File: config.mk
export PLATFORM = sky130hd
export DESIGN_NAME = indexed_list_buffer
export DESIGN_NICKNAME = d
export VERILOG_FILES = /design/src/rtl/core/ilb_pkg.sv /design/src/rtl/core/indexed_list_buffer.sv
export SDC_FILE = /design/constraint.sdc
export NUM_CORES = 1
export LEC_CHECK = 0
export ABC_AREA = 1
export BUFFER_PORTS_ARGS = -buffer_cell sky130_fd_sc_hd__buf_2
export CORE_MARGIN = 4
export CORE_UTILIZATION = 54
export DETAILED_ROUTE_END_ITERATION = 10
export PLACE_DENSITY_LB_ADDON = 0.08
export SYNTH_ARGS = -nofsm -noshare
export SYNTH_HDL_FRONTEND = slang
export SYNTH_SLANG_ARGS = --single-unit
File: constraint.sdc
create_clock -name clk -period 8.4 [get_ports clk]
set_clock_uncertainty 0.2 [all_clocks]
set_input_delay 0 -clock clk [delete_from_list [all_inputs] [get_ports clk]]
set_output_delay 0 -clock clk [all_outputs]
set_load 0.005 [all_outputs]
File: src/rtl/core/ilb_pkg.sv
// Shared constants, codes and record type of the indexed list buffer.
package ilb_pkg;

    localparam int DEPTH   = 16;
    localparam int IDX_W   = $clog2(DEPTH);
    localparam int CNT_W   = $clog2(DEPTH + 1);
    localparam int POS_W   = 4;
    localparam int CMP_W   = (CNT_W > POS_W) ? CNT_W : POS_W + 1;
    localparam int OCNT_W  = 5;
    localparam int REC_W   = 19;
    localparam int IN_W    = 24;
    localparam int OUT_W   = 32;
    localparam int REQ_W   = 3;

    typedef enum logic [REQ_W-1:0] {
        REQ_PUSH_BACK  = 3'd0,
        REQ_PUSH_FRONT = 3'd1,
        REQ_POP_BACK   = 3'd2,
        REQ_POP_FRONT  = 3'd3,
        REQ_INSERT     = 3'd4,
        REQ_REMOVE     = 3'd5,
        REQ_READ       = 3'd6,
        REQ_CLEAR      = 3'd7
    } req_t;

    typedef enum logic [1:0] {
        ST_OK    = 2'd0,
        ST_RANGE = 2'd1,
        ST_FULL  = 2'd2
    } status_t;

    typedef struct packed {
        logic [6:0] pct;
        logic [3:0] kind;
        logic [7:0] fac;
    } rec_t;

endpackage

File: src/rtl/core/indexed_list_buffer.sv
// Indexed list buffer: a bounded ordered list of records held in one memory.
//
// The block keeps up to DEPTH records of 19 bits in a single synchronous
// memory with one write port and one read port whose data arrives in the cycle
// after the address. Each input word carries one request: push to the back
// or the front, pop from the back or the front, insert or remove at an
// index, read at an index, or clear. Every request yields exactly one output
// word with the affected record, a status and the entry count after the
// request. One request is worked on at a time, and the input side is ready
// only while the sequencer is idle; a finished word sits in the output
// register so the next request can start while it waits to be taken. While
// an earlier word is still untaken, the sequencer waits in its last state,
// and the input stays stalled, until the output register frees up. A push
// to the back, a clear and any failed request go straight from idle to the
// output state; a read and a pop from the back pass through the read state
// first. Insert, push to the front, remove and pop from the front move every
// later entry by one place, one entry per cycle through the single write
// port; an insert or a push to the front then writes the new record in its
// slot. At most DEPTH - 1 entries move. Entries are not cleared at reset;
// only entries below the count are ever read. A failed request leaves the
// list as it was and returns zero record fields.
module indexed_list_buffer
    import ilb_pkg::*;
(
    input  logic              clk,
    input  logic              rst_n,
    input  logic              s_tvalid,
    output logic              s_tready,
    // Fields from bit 0: position[3:0], in_faculty[11:4], in_stick_type[15:12],
    // in_percentage[22:16], zero pad[23].
    input  logic [IN_W-1:0]   s_tdata,
    // Fields from bit 0: req_type[2:0].
    input  logic [REQ_W-1:0]  s_tuser,
    output logic              m_tvalid,
    input  logic              m_tready,
    // Fields from bit 0: out_faculty[7:0], out_stick_type[11:8],
    // out_percentage[18:12], status[20:19], entry_count[25:21], zero pad[31:26].
    output logic [OUT_W-1:0]  m_tdata
);

    typedef enum logic [2:0] {
        S_IDLE,
        S_RD,
        S_UP,
        S_FIN,
        S_DOWN,
        S_OUT
    } state_t;

    // Record memory.
    rec_t             mem [DEPTH];
    rec_t             mem_rdata_reg;
    logic             mem_we;
    logic [IDX_W-1:0] mem_waddr;
    rec_t             mem_wdata;
    logic [IDX_W-1:0] mem_raddr;

    // Sequencer state.
    state_t            state_reg, state_next;
    logic [CNT_W-1:0]  count_reg, count_next;
    logic [CNT_W-1:0]  ptr_reg, ptr_next;
    logic [CNT_W-1:0]  pos_reg, pos_next;
    logic              first_reg, first_next;
    rec_t              res_rec_reg, res_rec_next;
    status_t           res_status_reg, res_status_next;

    // Output register.
    logic              m_valid_reg, m_valid_next;
    logic [OUT_W-1:0]  m_data_reg, m_data_next;

    // Decoded input word.
    req_t              in_req;
    logic [POS_W-1:0]  in_pos;
    rec_t              in_rec;
    logic              accept;
    logic              out_free;
    logic              full;
    logic              empty;
    logic              pos_bad;

    assign in_req   = req_t'(s_tuser);
    assign in_pos   = s_tdata[3:0];
    assign in_rec   = rec_t'(s_tdata[22:4]);
    assign s_tready = (state_reg == S_IDLE);
    assign accept   = s_tvalid && s_tready;
    assign out_free = !m_valid_reg || m_tready;
    assign full     = (count_reg == CNT_W'(DEPTH));
    assign empty    = (count_reg == '0);
    // The position is compared at a width that holds both it and the count.
    assign pos_bad  = (CMP_W'(in_pos) >= CMP_W'(count_reg));

    assign m_tvalid = m_valid_reg;
    assign m_tdata  = m_data_reg;

    always_ff @(posedge clk)
    begin
        if (mem_we)
        begin
            mem[mem_waddr] <= mem_wdata;
        end
        mem_rdata_reg <= mem[mem_raddr];
    end

    always_comb
    begin
        state_next      = state_reg;
        count_next      = count_reg;
        ptr_next        = ptr_reg;
        pos_next        = pos_reg;
        first_next      = first_reg;
        res_rec_next    = res_rec_reg;
        res_status_next = res_status_reg;
        m_valid_next    = m_valid_reg && !m_tready;
        m_data_next     = m_data_reg;
        mem_we          = 1'b0;
        mem_waddr       = '0;
        mem_wdata       = in_rec;
        mem_raddr       = '0;

        unique case (state_reg)
            S_IDLE:
            begin
                if (accept)
                begin
                    res_rec_next    = '0;
                    res_status_next = ST_OK;
                    state_next      = S_OUT;
                    unique case (in_req)
                        REQ_PUSH_BACK:
                        begin
                            if (full)
                            begin
                                res_status_next = ST_FULL;
                            end
                            else
                            begin
                                mem_we       = 1'b1;
                                mem_waddr    = count_reg[IDX_W-1:0];
                                mem_wdata    = in_rec;
                                count_next   = count_reg + 1'b1;
                                res_rec_next = in_rec;
                            end
                        end
                        REQ_PUSH_FRONT:
                        begin
                            if (full)
                            begin
                                res_status_next = ST_FULL;
                            end
                            else
                            begin
                                count_next   = count_reg + 1'b1;
                                res_rec_next = in_rec;
                                pos_next     = '0;
                                if (empty)
                                begin
                                    mem_we    = 1'b1;
                                    mem_waddr = '0;
                                    mem_wdata = in_rec;
                                end
                                else
                                begin
                                    mem_raddr  = IDX_W'(count_reg - 1'b1);
                                    ptr_next   = count_reg;
                                    state_next = S_UP;
                                end
                            end
                        end
                        REQ_POP_BACK:
                        begin
                            if (empty)
                            begin
                                res_status_next = ST_RANGE;
                            end
                            else
                            begin
                                count_next = count_reg - 1'b1;
                                mem_raddr  = IDX_W'(count_reg - 1'b1);
                                state_next = S_RD;
                            end
                        end
                        REQ_POP_FRONT:
                        begin
                            if (empty)
                            begin
                                res_status_next = ST_RANGE;
                            end
                            else
                            begin
                                count_next = count_reg - 1'b1;
                                mem_raddr  = '0;
                                ptr_next   = '0;
                                first_next = 1'b1;
                                state_next = S_DOWN;
                            end
                        end
                        REQ_INSERT:
                        begin
                            // The index is checked before the fill level.
                            if (pos_bad)
                            begin
                                res_status_next = ST_RANGE;
                            end
                            else if (full)
                            begin
                                res_status_next = ST_FULL;
                            end
                            else
                            begin
                                count_next   = count_reg + 1'b1;
                                res_rec_next = in_rec;
                                pos_next     = CNT_W'(in_pos);
                                mem_raddr    = IDX_W'(count_reg - 1'b1);
                                ptr_next     = count_reg;
                                state_next   = S_UP;
                            end
                        end
                        REQ_REMOVE:
                        begin
                            if (pos_bad)
                            begin
                                res_status_next = ST_RANGE;
                            end
                            else
                            begin
                                count_next = count_reg - 1'b1;
                                mem_raddr  = IDX_W'(in_pos);
                                ptr_next   = CNT_W'(in_pos);
                                first_next = 1'b1;
                                state_next = S_DOWN;
                            end
                        end
                        REQ_READ:
                        begin
                            if (pos_bad)
                            begin
                                res_status_next = ST_RANGE;
                            end
                            else
                            begin
                                mem_raddr  = IDX_W'(in_pos);
                                state_next = S_RD;
                            end
                        end
                        REQ_CLEAR:
                        begin
                            count_next = '0;
                        end
                    endcase
                end
            end
            S_RD:
            begin
                res_rec_next = mem_rdata_reg;
                state_next   = S_OUT;
            end
            S_UP:
            begin
                // The entry below ptr arrives now and moves up one place.
                mem_we    = 1'b1;
                mem_waddr = ptr_reg[IDX_W-1:0];
                mem_wdata = mem_rdata_reg;
                if ((ptr_reg - 1'b1) > pos_reg)
                begin
                    mem_raddr = IDX_W'(ptr_reg - 2'd2);
                    ptr_next  = ptr_reg - 1'b1;
                end
                else
                begin
                    state_next = S_FIN;
                end
            end
            S_FIN:
            begin
                mem_we     = 1'b1;
                mem_waddr  = pos_reg[IDX_W-1:0];
                mem_wdata  = res_rec_reg;
                state_next = S_OUT;
            end
            S_DOWN:
            begin
                // The first read returns the removed record; later reads move
                // down one place. The count already holds its new value.
                first_next = 1'b0;
                if (first_reg)
                begin
                    res_rec_next = mem_rdata_reg;
                end
                else
                begin
                    mem_we    = 1'b1;
                    mem_waddr = IDX_W'(ptr_reg - 1'b1);
                    mem_wdata = mem_rdata_reg;
                end
                if (ptr_reg < count_reg)
                begin
                    mem_raddr = IDX_W'(ptr_reg + 1'b1);
                    ptr_next  = ptr_reg + 1'b1;
                end
                else
                begin
                    state_next = S_OUT;
                end
            end
            S_OUT:
            begin
                if (out_free)
                begin
                    m_valid_next = 1'b1;
                    m_data_next  = {{(OUT_W - REC_W - 2 - OCNT_W){1'b0}},
                                    OCNT_W'(count_reg), res_status_reg, res_rec_reg};
                    state_next   = S_IDLE;
                end
            end
            default:
            begin
                state_next = S_IDLE;
            end
        endcase
    end

    always_ff @(posedge clk or negedge rst_n)
    begin
        if (!rst_n)
        begin
            state_reg   <= S_IDLE;
            count_reg   <= '0;
            first_reg   <= 1'b0;
            m_valid_reg <= 1'b0;
        end
        else
        begin
            state_reg   <= state_next;
            count_reg   <= count_next;
            first_reg   <= first_next;
            m_valid_reg <= m_valid_next;
        end
    end

    always_ff @(posedge clk)
    begin
        ptr_reg        <= ptr_next;
        pos_reg        <= pos_next;
        res_rec_reg    <= res_rec_next;
        res_status_reg <= res_status_next;
        m_data_reg     <= m_data_next;
    end

    // The count never passes the capacity.
    assert property (@(posedge clk) disable iff (!rst_n)
        count_reg <= CNT_W'(DEPTH))
        else $error("entry count above capacity");

    // Moves and the final insert write only inside the held range.
    assert property (@(posedge clk) disable iff (!rst_n)
        (mem_we && state_reg != S_IDLE) |-> (CNT_W'(mem_waddr) < count_reg))
        else $error("shift write outside the held entries");

    // A full status always reports a full list.
    assert property (@(posedge clk) disable iff (!rst_n)
        (m_valid_reg && m_data_reg[REC_W +: 2] == ST_FULL)
            |-> (m_data_reg[REC_W + 2 +: OCNT_W] == OCNT_W'(DEPTH)))
        else $error("full status with a list that is not full");

endmodule

After elaboration in Yosys (flattened, before gate mapping). Memories as Yosys holds them, arrays and structs flattened. A register that Yosys moved wholly into a read port is not among the register bits. Cells that the tools add are included.

Flip-flop bits (word level): 67. RAM bits: 304. Input bits: 31. Output and inout bits: 34. Logic and storage cells: 157. Memories kept: 1.

Memories: mem (depth 16, width 19, rd ports 1, clocked after memory_dff 1, wr ports 1, line indexed_list_buffer.sv:51) `rec_t mem [DEPTH];`.

$add $sub $neg: 5. $lt $le $gt $ge: 3. Eq/ne operators: 33. Multiplexer cells: 78. Reductions and logical operators: 26.

Operator list (count): $pmux 19 s3 (2); $mux 19 (5); $mux 5 (16); $mux 4 (12); $pmux 19 s2 (1); $pmux 4 s4 (2); $mux 3 (10); $pmux 5 s5 (1); $ne 2x2->1 const B (11); $pmux 5 s4 (1); $eq 3x3->1 const B (6); $ne 3x3->1 const B (6); $pmux 3 s6 (1); $mux 1 (16); $pmux 3 s5 (1); $pmux 5 s3 (1); $eq 3x2->1 const B (4); $pmux 4 s3 (1); $reduce_and 6->1 (2); $reduce_and 11->1 (1); $add 5x1->5 const B (2); $pmux 5 s2 (1); $reduce_or 2->1 (5); $sub 5x1->5 const B (2); 25 further kinds (35).

Depth between registers and ports, before layout. Gate-level depths: netlist of the first run.

Depth after elaboration: 8. Depth in mapped cells: 24. Depth with buffers taken out: 22.

Least setup slack after synthesis of the first run. OpenSTA, ideal clock, no wires.

Kind: register -> register. From: register state_reg[1]. To: memory mem[0][0] (netlist name) (enable). Library setup time: 0.419 ns. Data arrival time: 2.896 ns. Data required time: 7.781 ns. Setup slack: 4.885 ns. Cell stages (with the launch flop): 11. Path buffers: 1. Clock period less this slack: 3.515 ns. Path through: dfrtp_1 -> nor2_2 -> inv_2 -> nor2_2 -> inv_2 -> nor2_1 -> inv_1 -> nand2_1 -> buf_2 -> a211oi_1 -> nor3_1.

Longest elaborated chain between the ends: 6. Elaborated cells between the ends (all ways): 12. Those cells by class: eq/ne (3); mux (6); reduce/logical (3).

RTL lines: from (decl) (line indexed_list_buffer.sv:59) `state_t state_reg, state_next;`; from (signal assigned) (line indexed_list_buffer.sv:333) `state_reg <= state_next;`; $logic_not 3->1 (line indexed_list_buffer.sv:84, indexed_list_buffer.sv:120); $logic_and 1x1->1 (line indexed_list_buffer.sv:85) `assign accept = s_tvalid && s_tready;`; $mux 1 (line indexed_list_buffer.sv:123) `if (accept)`; $pmux 1 s3 (line indexed_list_buffer.sv:120) `unique case (state_reg)`; $mux 1 (line indexed_list_buffer.sv:97) `if (mem_we)`; $mux 1 (implied by the code) (line indexed_list_buffer.sv:99) `mem[mem_waddr] <= mem_wdata;`; to (decl) (line indexed_list_buffer.sv:51).

Several ways; a longest one is shown, not always the timed one.

Worst setup path in the final report of the first run.
From: register ptr_reg[1]. To: register mem_rdata_reg[5] (netlist name).

Longest elaborated chain between the ends: 4. Elaborated cells between the ends (all ways): 8. Those cells by class: add/sub (3); order compare (2); mux (3).

RTL lines: from (decl) (line indexed_list_buffer.sv:61) `logic [CNT_W-1:0] ptr_reg, ptr_next;`; from (signal assigned) (line indexed_list_buffer.sv:342) `ptr_reg <= ptr_next;`; $sub 5x1->5; $gt 5x5->1 (line indexed_list_buffer.sv:263) `if ((ptr_reg - 1'b1) > pos_reg)`; $mux 4 (line indexed_list_buffer.sv:263); $pmux 4 s3 * (line indexed_list_buffer.sv:120).

Mark *: on every way between the ends. The rest lies on a longest branch, timed or not. A chain may end at the register's enable or synchronous reset.

==> impl_metrics.env, run 1 <==
export IMPL_outcome="complete, no violations"
export IMPL_worst_setup_path_start_kind="register"
export IMPL_critical_path_class="reg -> reg"
export IMPL_part_of_the_yosys_area_used_for_sequential_elements_pct=63.5
export IMPL_netlist_cell_type_count=44
export IMPL_place_inst=2200
export IMPL_non_filler_instance_count_after_layout=2312
export IMPL_wl_mm=47.5
export IMPL_met2_wirelength_mm=21.5
export IMPL_cts_made_buffers=41
export IMPL_layout_cells_most_common_list="363 x sky130_fd_sc_hd__nand3_1, 360 x sky130_fd_sc_hd__edfxtp_1, 317 x sky130_fd_sc_hd__inv_1, 275 x sky130_fd_sc_hd__nand2_1, 77 x sky130_fd_sc_hd__nand3b_1"
export IMPL_grt_remaining_overflow=0
export IMPL_fraction_of_the_core_area_covered_by_cells_at_the_end_of_the_flow_pct=62.5
export IMPL_setup_tns_final_ns=0
export IMPL_routed_via_count=13000
export IMPL_flow_area_growth_from_synthesis_pct=13.5
export IMPL_worst_ir_drop_vdd_mv=0.235
export IMPL_root_buffer="sky130_fd_sc_hd__clkbuf_16"
export IMPL_cts_clk_slew_worst_paths_ns=0.06
export IMPL_fillerInstances=2705
export IMPL_dp_hpwl_mm=27.2
export IMPL_number_of_placement_rows=66
export IMPL_wire_length_of_the_first_global_routing_pass_mm=72.4
export IMPL_post_layout_total_power_mw=8.14
export IMPL_cp_end_kind="register"
export IMPL_synth_ff_type="sky130_fd_sc_hd__edfxtp_1"
export IMPL_setup_repair_after_global_routing_missed_its_margin="no"
export IMPL_numPortBuffers=57
export IMPL_wl_met3_mm=3.99
export IMPL_die_width_um=191
export IMPL_post_route_cells_drive_above_1_share_pct=11.7
export IMPL_ctsLongestPathBuffers=3
export IMPL_die_height_um=191
export IMPL_regMostFlops="mem"
export IMPL_maxUsedRoutingLayer="met4"
export IMPL_ctsHtreeMaxLevel=2
export IMPL_yosys_mux_area_fraction_pct=0
export IMPL_final_ant_viol_nets=0
export IMPL_grt_pass1_vias=12400
export IMPL_routed_via_density=5.63
export IMPL_post_cts_buffers=0
export IMPL_cts_hold_buffers=36
export IMPL_grt_max_degree=91
export IMPL_drt_wirelength_per_cell_um=20.6
export IMPL_synth_compound_area_share_pct=3.64
export IMPL_grt_util_all_layers_pct=26.1
export IMPL_synthSimpleGateAreaFrac_pct=21.6
export IMPL_die_area_um2=36400
export IMPL_synth_warning_count=0
export IMPL_final_period_utilization_pct=59.2
export IMPL_arrival_ns=5.17
export IMPL_tritoncts="done"
export IMPL_final_common_cell="sky130_fd_sc_hd__nand3_1"
export IMPL_crit_path_max_fanout=90
export IMPL_synth_xor_area_share_pct=0.292
export IMPL_placedInstanceArea_um2=18800
export IMPL_synth_edf_count=360
export IMPL_placer_s_final_routability_congestion_estimate=0.933
export IMPL_synth_cells=1747
export IMPL_cpMaxStageDelayCell="sky130_fd_sc_hd__nand2_4"
export IMPL_nets=1888
export IMPL_adder_cell_area_share_of_the_yosys_netlist_pct=1.39
export IMPL_effective_utilization_at_floorplan_pct=55.1
export IMPL_setup_slack_ns=3.43
export IMPL_cts_resized_gates=0
export IMPL_remaining_drc_errors=0
export IMPL_min_path_type="in -> reg"
export IMPL_timing_final_hold_violations=0
export IMPL_critical_path_most_common_cell="sky130_fd_sc_hd__nand2_1"
export IMPL_combinational_family_with_the_most_area_after_synthesis="simple AND/OR/NAND/NOR gates"
export IMPL_synthesis_area_per_instance_um2=10.3
export IMPL_drt_met1_wl_mm=20.4
export IMPL_power_leakage_nw=8.54
export IMPL_syn_area_um2=18000
export IMPL_synth_async_reset_ratio_pct=2.57
export IMPL_worst_pin_slew_ns=1.29
export IMPL_largest_register_ffs=304
export IMPL_hold_ws_ns=0.0698
export IMPL_drt_first_pass_iters=7
export IMPL_achievable_frequency_mhz=201
export IMPL_number_of_antenna_violations_at_the_first_check_in_global_routing=0
export IMPL_core_um2=32700
export IMPL_critPathRequiredTime_ns=8.60
export IMPL_clock_net_sink_count=389
export IMPL_cell_breakdown_of_the_critical_path="inv_1 > ha_1 > nand2_1 > nand2_1 > xor2_1 > inv_1 > ha_1 > nand2_1 > inv_1 > nand2_1 > nand2_1 > nand2_1 > nand2_1 > nand2_1 > nand2_1 > inv_4 > nand2_4 > buf_4 > nand2_1 > nand3_1 > nand3_1 > nand3_1 > nand2_1"
export IMPL_dp_worst_setup_slack_ns=3.50
export IMPL_fin_area_um2=20500
export IMPL_period_needed_ns=4.97
export IMPL_critical_path_max_stage_delay_ns=0.78
export IMPL_pwr_density_cell_nw_per_um2=398
export IMPL_antenna_cells_inserted=0
export IMPL_total_setup_violations_reported_at_the_end_of_the_flow=0
export IMPL_clock_insertion_delay_worst_skew_ns=0.54
export IMPL_maxCapViolCount=0
export IMPL_postSynthRegisterBits=389
export IMPL_io_pins=65
export IMPL_timing_slew_headroom_pct=13.9
export IMPL_drv_slew=0
export IMPL_detail_route_iter0_violations=1213
[critical path, delay by kind of cell, from the launching register on]
family | cells | cell delay, ns
and+or+nand+nor | 15 | 2.08
buffers and inverters | 5 | 1.19
DFF | 1 | 0.51
adders and majority gates | 2 | 0.47
xor gates and xnor gates | 1 | 0.26
[cell type report]
class                           count  area [um2]  area share [%]
Clock buffer                       57        1180            5.76
Inverter                          338        1270            6.22
Tap cell                          442         553            2.70
Timing Repair Buffer              131         931            4.55
Sequential cell                   389       11400            55.9
Clock inverter                     19         129           0.630
Multi-Input combinational cell    936        4950            24.2
[worst paths after layout]
kind	from	endpoint	slack, ns	cells past startpoint
hold reg to reg	res_status_reg[1]$_DFFE_PP_	m_tdata[20]$_DFFE_PP_	0.22	0
min in group asynchronous	rst_n	m_tvalid$_DFF_PN0_	0.31	3
max in group asynchronous	rst_n	count_reg[1]$_DFFE_PN0P_	7.31	3
setup reg to reg	ptr_reg[1]$_DFFE_PP_	mem_rdata_reg[5]$_DFF_P_	3.43	23
setup / recovery	ptr_reg[1]$_DFFE_PP_	mem_rdata_reg[5]$_DFF_P_	3.43	23
hold / removal	m_tready	m_tvalid$_DFF_PN0_	0.07	5
[kinds of logic after synthesis]
family,Yosys count
and+or+nand+nor,805
buffers and inverters,427
DFF,389
AOI/OAI and AO/OA,99
adders and majority gates,20
xor gates and xnor gates,6
other,1
[Yosys cell counts, types with 3 or more instances]
cell,count,share of area (%)
sky130_fd_sc_hd__buf_4,18,0.75
sky130_fd_sc_hd__nand4_1,7,0.24
sky130_fd_sc_hd__nand3b_1,77,3.2
sky130_fd_sc_hd__o22ai_1,28,0.97
sky130_fd_sc_hd__xnor2_1,3,0.15
sky130_fd_sc_hd__a211oi_1,3,0.12
sky130_fd_sc_hd__nand3_2,3,0.17
sky130_fd_sc_hd__buf_1,10,0.21
sky130_fd_sc_hd__a21oi_1,17,0.47
sky130_fd_sc_hd__ha_1,20,1.4
sky130_fd_sc_hd__inv_1,317,6.6
sky130_fd_sc_hd__edfxtp_1,360,60
sky130_fd_sc_hd__o21ai_1,5,0.14
sky130_fd_sc_hd__o211ai_1,7,0.29
sky130_fd_sc_hd__inv_2,19,0.40
sky130_fd_sc_hd__nand2_1,276,5.7
sky130_fd_sc_hd__buf_2,41,1.1
sky130_fd_sc_hd__dfrtp_1,10,1.4
sky130_fd_sc_hd__nor3_1,8,0.22
sky130_fd_sc_hd__o21ai_0,9,0.25
sky130_fd_sc_hd__nand3_1,363,10
sky130_fd_sc_hd__nor2_2,7,0.24
sky130_fd_sc_hd__nor2_4,4,0.25
sky130_fd_sc_hd__xor2_1,3,0.15
sky130_fd_sc_hd__clkbuf_1,19,0.40
sky130_fd_sc_hd__dfxtp_1,19,2.1
sky130_fd_sc_hd__nor2_1,55,1.1
sky130_fd_sc_hd__o221ai_1,19,0.92
[per-layer routing]
layer  global-route usage [%]  up-vias
met3                     4.27      108
met4                     8.31        0
met1                     38.0     6252
li1                         -     6079
met2                     40.6      584
met5                        0        -
[power breakdown]
part	total (mW)	internal [mW]	switching, mW
combinational	3.28	0.943	2.34
sequential	3.11	2.93	0.177
clock	1.75	1.02	0.733
total	8.14	4.89	3.25
Note: power is estimated with default switching activity, not from simulation.
==> inputs of run 2 (changes only) <==
==> constraint.sdc (replaced) <==
create_clock -name clk -period 4.3 [get_ports clk]
set_clock_uncertainty 0.2 [all_clocks]
set_input_delay 0 -clock clk [delete_from_list [all_inputs] [get_ports clk]]
set_output_delay 0 -clock clk [all_outputs]
set_load 0.005 [all_outputs]
==> run 2 against run 1 <==
Core utilization rose by 1.0 points. Die area unchanged. Via count decreased by 0.37%. Critical path depth shrank 3. Sequential power increased by 94%. Clock power up 97%. Combinational power up 100%. Power up 99%. Register-to-register slack got worse by 2.9 ns. Flip-flop and latch count stayed put. Critical endpoint is now mem_rdata_reg[0]$_DFF_P_.
==> impl_metrics.env, run 2 (synthesis results as in run 1) <==
export IMPL_regMostFlops="mem"
export IMPL_drv_slew=0
export IMPL_crit_path_max_fanout=34
export IMPL_io_pins=65
export IMPL_fin_area_um2=20800
export IMPL_worst_ir_drop_vdd_mv=0.539
export IMPL_final_ant_viol_nets=0
export IMPL_setup_slack_ns=0.514
export IMPL_grt_util_all_layers_pct=26.2
export IMPL_final_period_utilization_pct=88.0
export IMPL_root_buffer="sky130_fd_sc_hd__clkbuf_16"
export IMPL_nets=1911
export IMPL_antenna_cells_inserted=0
export IMPL_worst_reg2reg_path_length_in_cells=20
export IMPL_grt_remaining_overflow=0
export IMPL_cts_made_buffers=41
export IMPL_multi_input_area_um2=4950
export IMPL_drt_wirelength_per_cell_um=20.3
export IMPL_min_path_type="in -> reg"
export IMPL_period_needed_ns=3.79
export IMPL_setup_tns_final_ns=0
export IMPL_remaining_drc_errors=0
export IMPL_arrival_ns=4.01
export IMPL_place_inst=2222
export IMPL_wl_mm=47.4
export IMPL_die_width_um=191
export IMPL_non_filler_instance_count_after_layout=2332
export IMPL_cp_end_kind="register"
export IMPL_tritoncts="done"
export IMPL_grt_pass1_vias=12300
export IMPL_worst_setup_path_start_kind="register"
export IMPL_dp_worst_setup_slack_ns=0.569
export IMPL_critPathRequiredTime_ns=4.52
export IMPL_pwr_density_cell_nw_per_um2=779
export IMPL_post_cts_buffers=0
export IMPL_worst_pin_slew_ns=0.957
export IMPL_clock_insertion_delay_worst_skew_ns=0.55
export IMPL_timing_slew_headroom_pct=36.1
export IMPL_regToRegStartpoint="ptr_reg[0]$_DFFE_PP_"
export IMPL_placedInstanceArea_um2=19100
export IMPL_largest_register_ffs=304
export IMPL_fillerInstances=2640
export IMPL_numPortBuffers=57
export IMPL_cts_clk_slew_worst_paths_ns=0.06
export IMPL_cts_resized_gates=0
export IMPL_layout_cells_most_common_list="363 x sky130_fd_sc_hd__nand3_1, 360 x sky130_fd_sc_hd__edfxtp_1, 317 x sky130_fd_sc_hd__inv_1, 275 x sky130_fd_sc_hd__nand2_1, 77 x sky130_fd_sc_hd__nand3b_1"
export IMPL_layout_area_seq_um2=11400
export IMPL_routed_via_count=13000
export IMPL_rrSetupSlack_ns=0.51
export IMPL_ctsHtreeMaxLevel=2
export IMPL_outcome="complete, no violations"
export IMPL_flow_area_growth_from_synthesis_pct=15.3
export IMPL_maxCapViolCount=0
export IMPL_die_area_um2=36400
export IMPL_wire_length_of_the_first_global_routing_pass_mm=72.5
export IMPL_hold_ws_ns=0.0892
export IMPL_dp_hpwl_mm=28.3
export IMPL_crit_end="mem_rdata_reg[0]$_DFF_P_"
export IMPL_number_of_antenna_violations_at_the_first_check_in_global_routing=0
export IMPL_achievable_frequency_mhz=264
export IMPL_critical_path_class="reg -> reg"
export IMPL_routed_via_density=5.56
export IMPL_power_leakage_nw=8.68
export IMPL_post_route_cells_drive_above_1_share_pct=12.4
export IMPL_drt_first_pass_iters=5
export IMPL_setup_worst_path_start="ptr_reg[0]$_DFFE_PP_"
export IMPL_effective_utilization_at_floorplan_pct=55.1
export IMPL_detail_route_iter0_violations=1293
export IMPL_placer_s_final_routability_congestion_estimate=0.946
export IMPL_number_of_placement_rows=66
export IMPL_worstReg2RegEnd="mem_rdata_reg[0]$_DFF_P_"
export IMPL_cts_hold_buffers=37
export IMPL_core_um2=32700
export IMPL_clock_net_sink_count=389
export IMPL_timing_final_hold_violations=0
export IMPL_grt_max_degree=153
export IMPL_setup_repair_after_global_routing_missed_its_margin="no"
export IMPL_final_common_cell="sky130_fd_sc_hd__nand3_1"
export IMPL_ctsLongestPathBuffers=3
export IMPL_die_height_um=191
export IMPL_total_setup_violations_reported_at_the_end_of_the_flow=0
-- run 2: how the worst min path moves through the flow --
stage                     cells after the start                        to  slack [ns]  startpoint
final                                         5        m_tvalid$_DFF_PN0_        0.09    m_tready
after global routing                          5        m_tvalid$_DFF_PN0_        0.11    m_tready
after CTS                                     5        m_tvalid$_DFF_PN0_        0.06    m_tready
after detailed placement                      1  state_reg[2]$_DFFE_PN0P_       -0.31       rst_n
after global placement                        1        m_tvalid$_DFF_PN0_       -0.31       rst_n
after floorplan                               0  count_reg[0]$_DFFE_PN0P_       -0.50       rst_n
-- run 2: where the power goes --
group	total, mW	internal [mW]	switching, mW
registers	6.04	5.71	0.329
clock network	3.44	2.01	1.43
logic	6.70	2.07	4.63
total	16.2	9.79	6.39
-- run 2: worst max-delay path, stage by stage, from the launching register on --
cell	delay, ns
sky130_fd_sc_hd__edfxtp_1	0.49
sky130_fd_sc_hd__inv_1	0.18
sky130_fd_sc_hd__ha_1	0.28
sky130_fd_sc_hd__xnor2_1	0.27
sky130_fd_sc_hd__inv_1	0.08
sky130_fd_sc_hd__ha_1	0.27
sky130_fd_sc_hd__nand2_1	0.06
sky130_fd_sc_hd__inv_1	0.05
sky130_fd_sc_hd__nand2_1	0.06
sky130_fd_sc_hd__nand2_1	0.05
sky130_fd_sc_hd__nand2_1	0.05
sky130_fd_sc_hd__nand2_1	0.13
sky130_fd_sc_hd__nand2_1	0.10
sky130_fd_sc_hd__nand2_1	0.09
sky130_fd_sc_hd__inv_4	0.29
sky130_fd_sc_hd__buf_4	0.42
sky130_fd_sc_hd__nand3_1	0.12
sky130_fd_sc_hd__nand3_1	0.12
sky130_fd_sc_hd__nand3_1	0.08
sky130_fd_sc_hd__nand3_1	0.18
sky130_fd_sc_hd__nand2_1	0.06
-- run 2: final cells by class --
| type | instances | area share, % |
|---|---|---|
| tap | 442 | 2.66 |
| clock inverter | 15 | 0.741 |
| sequential | 389 | 55.1 |
| multi-input combinational | 936 | 23.8 |
| clock buffer | 58 | 5.59 |
| timing repair buffer | 154 | 5.99 |
| inverter | 338 | 6.12 |
-- run 2: layer usage --
layer,vias to the layer above,share of wire (%),global-route usage [%]
met5,-,0,0
met4,0,2.6,7.68
met3,70,7.5,3.08
met2,536,48,42.6
met1,6234,42,37.5
li1,6135,-,-
-- run 2: stage by stage --
stage | total power [mW] | util [%]
floorplan | 10.3 | -
finish | 16.2 | 63.5
global route | 17.2 | 63.5
CTS | 16.2 | 63.5
global placement | 12.6 | 58.4
detailed placement | 12.7 | 58.4
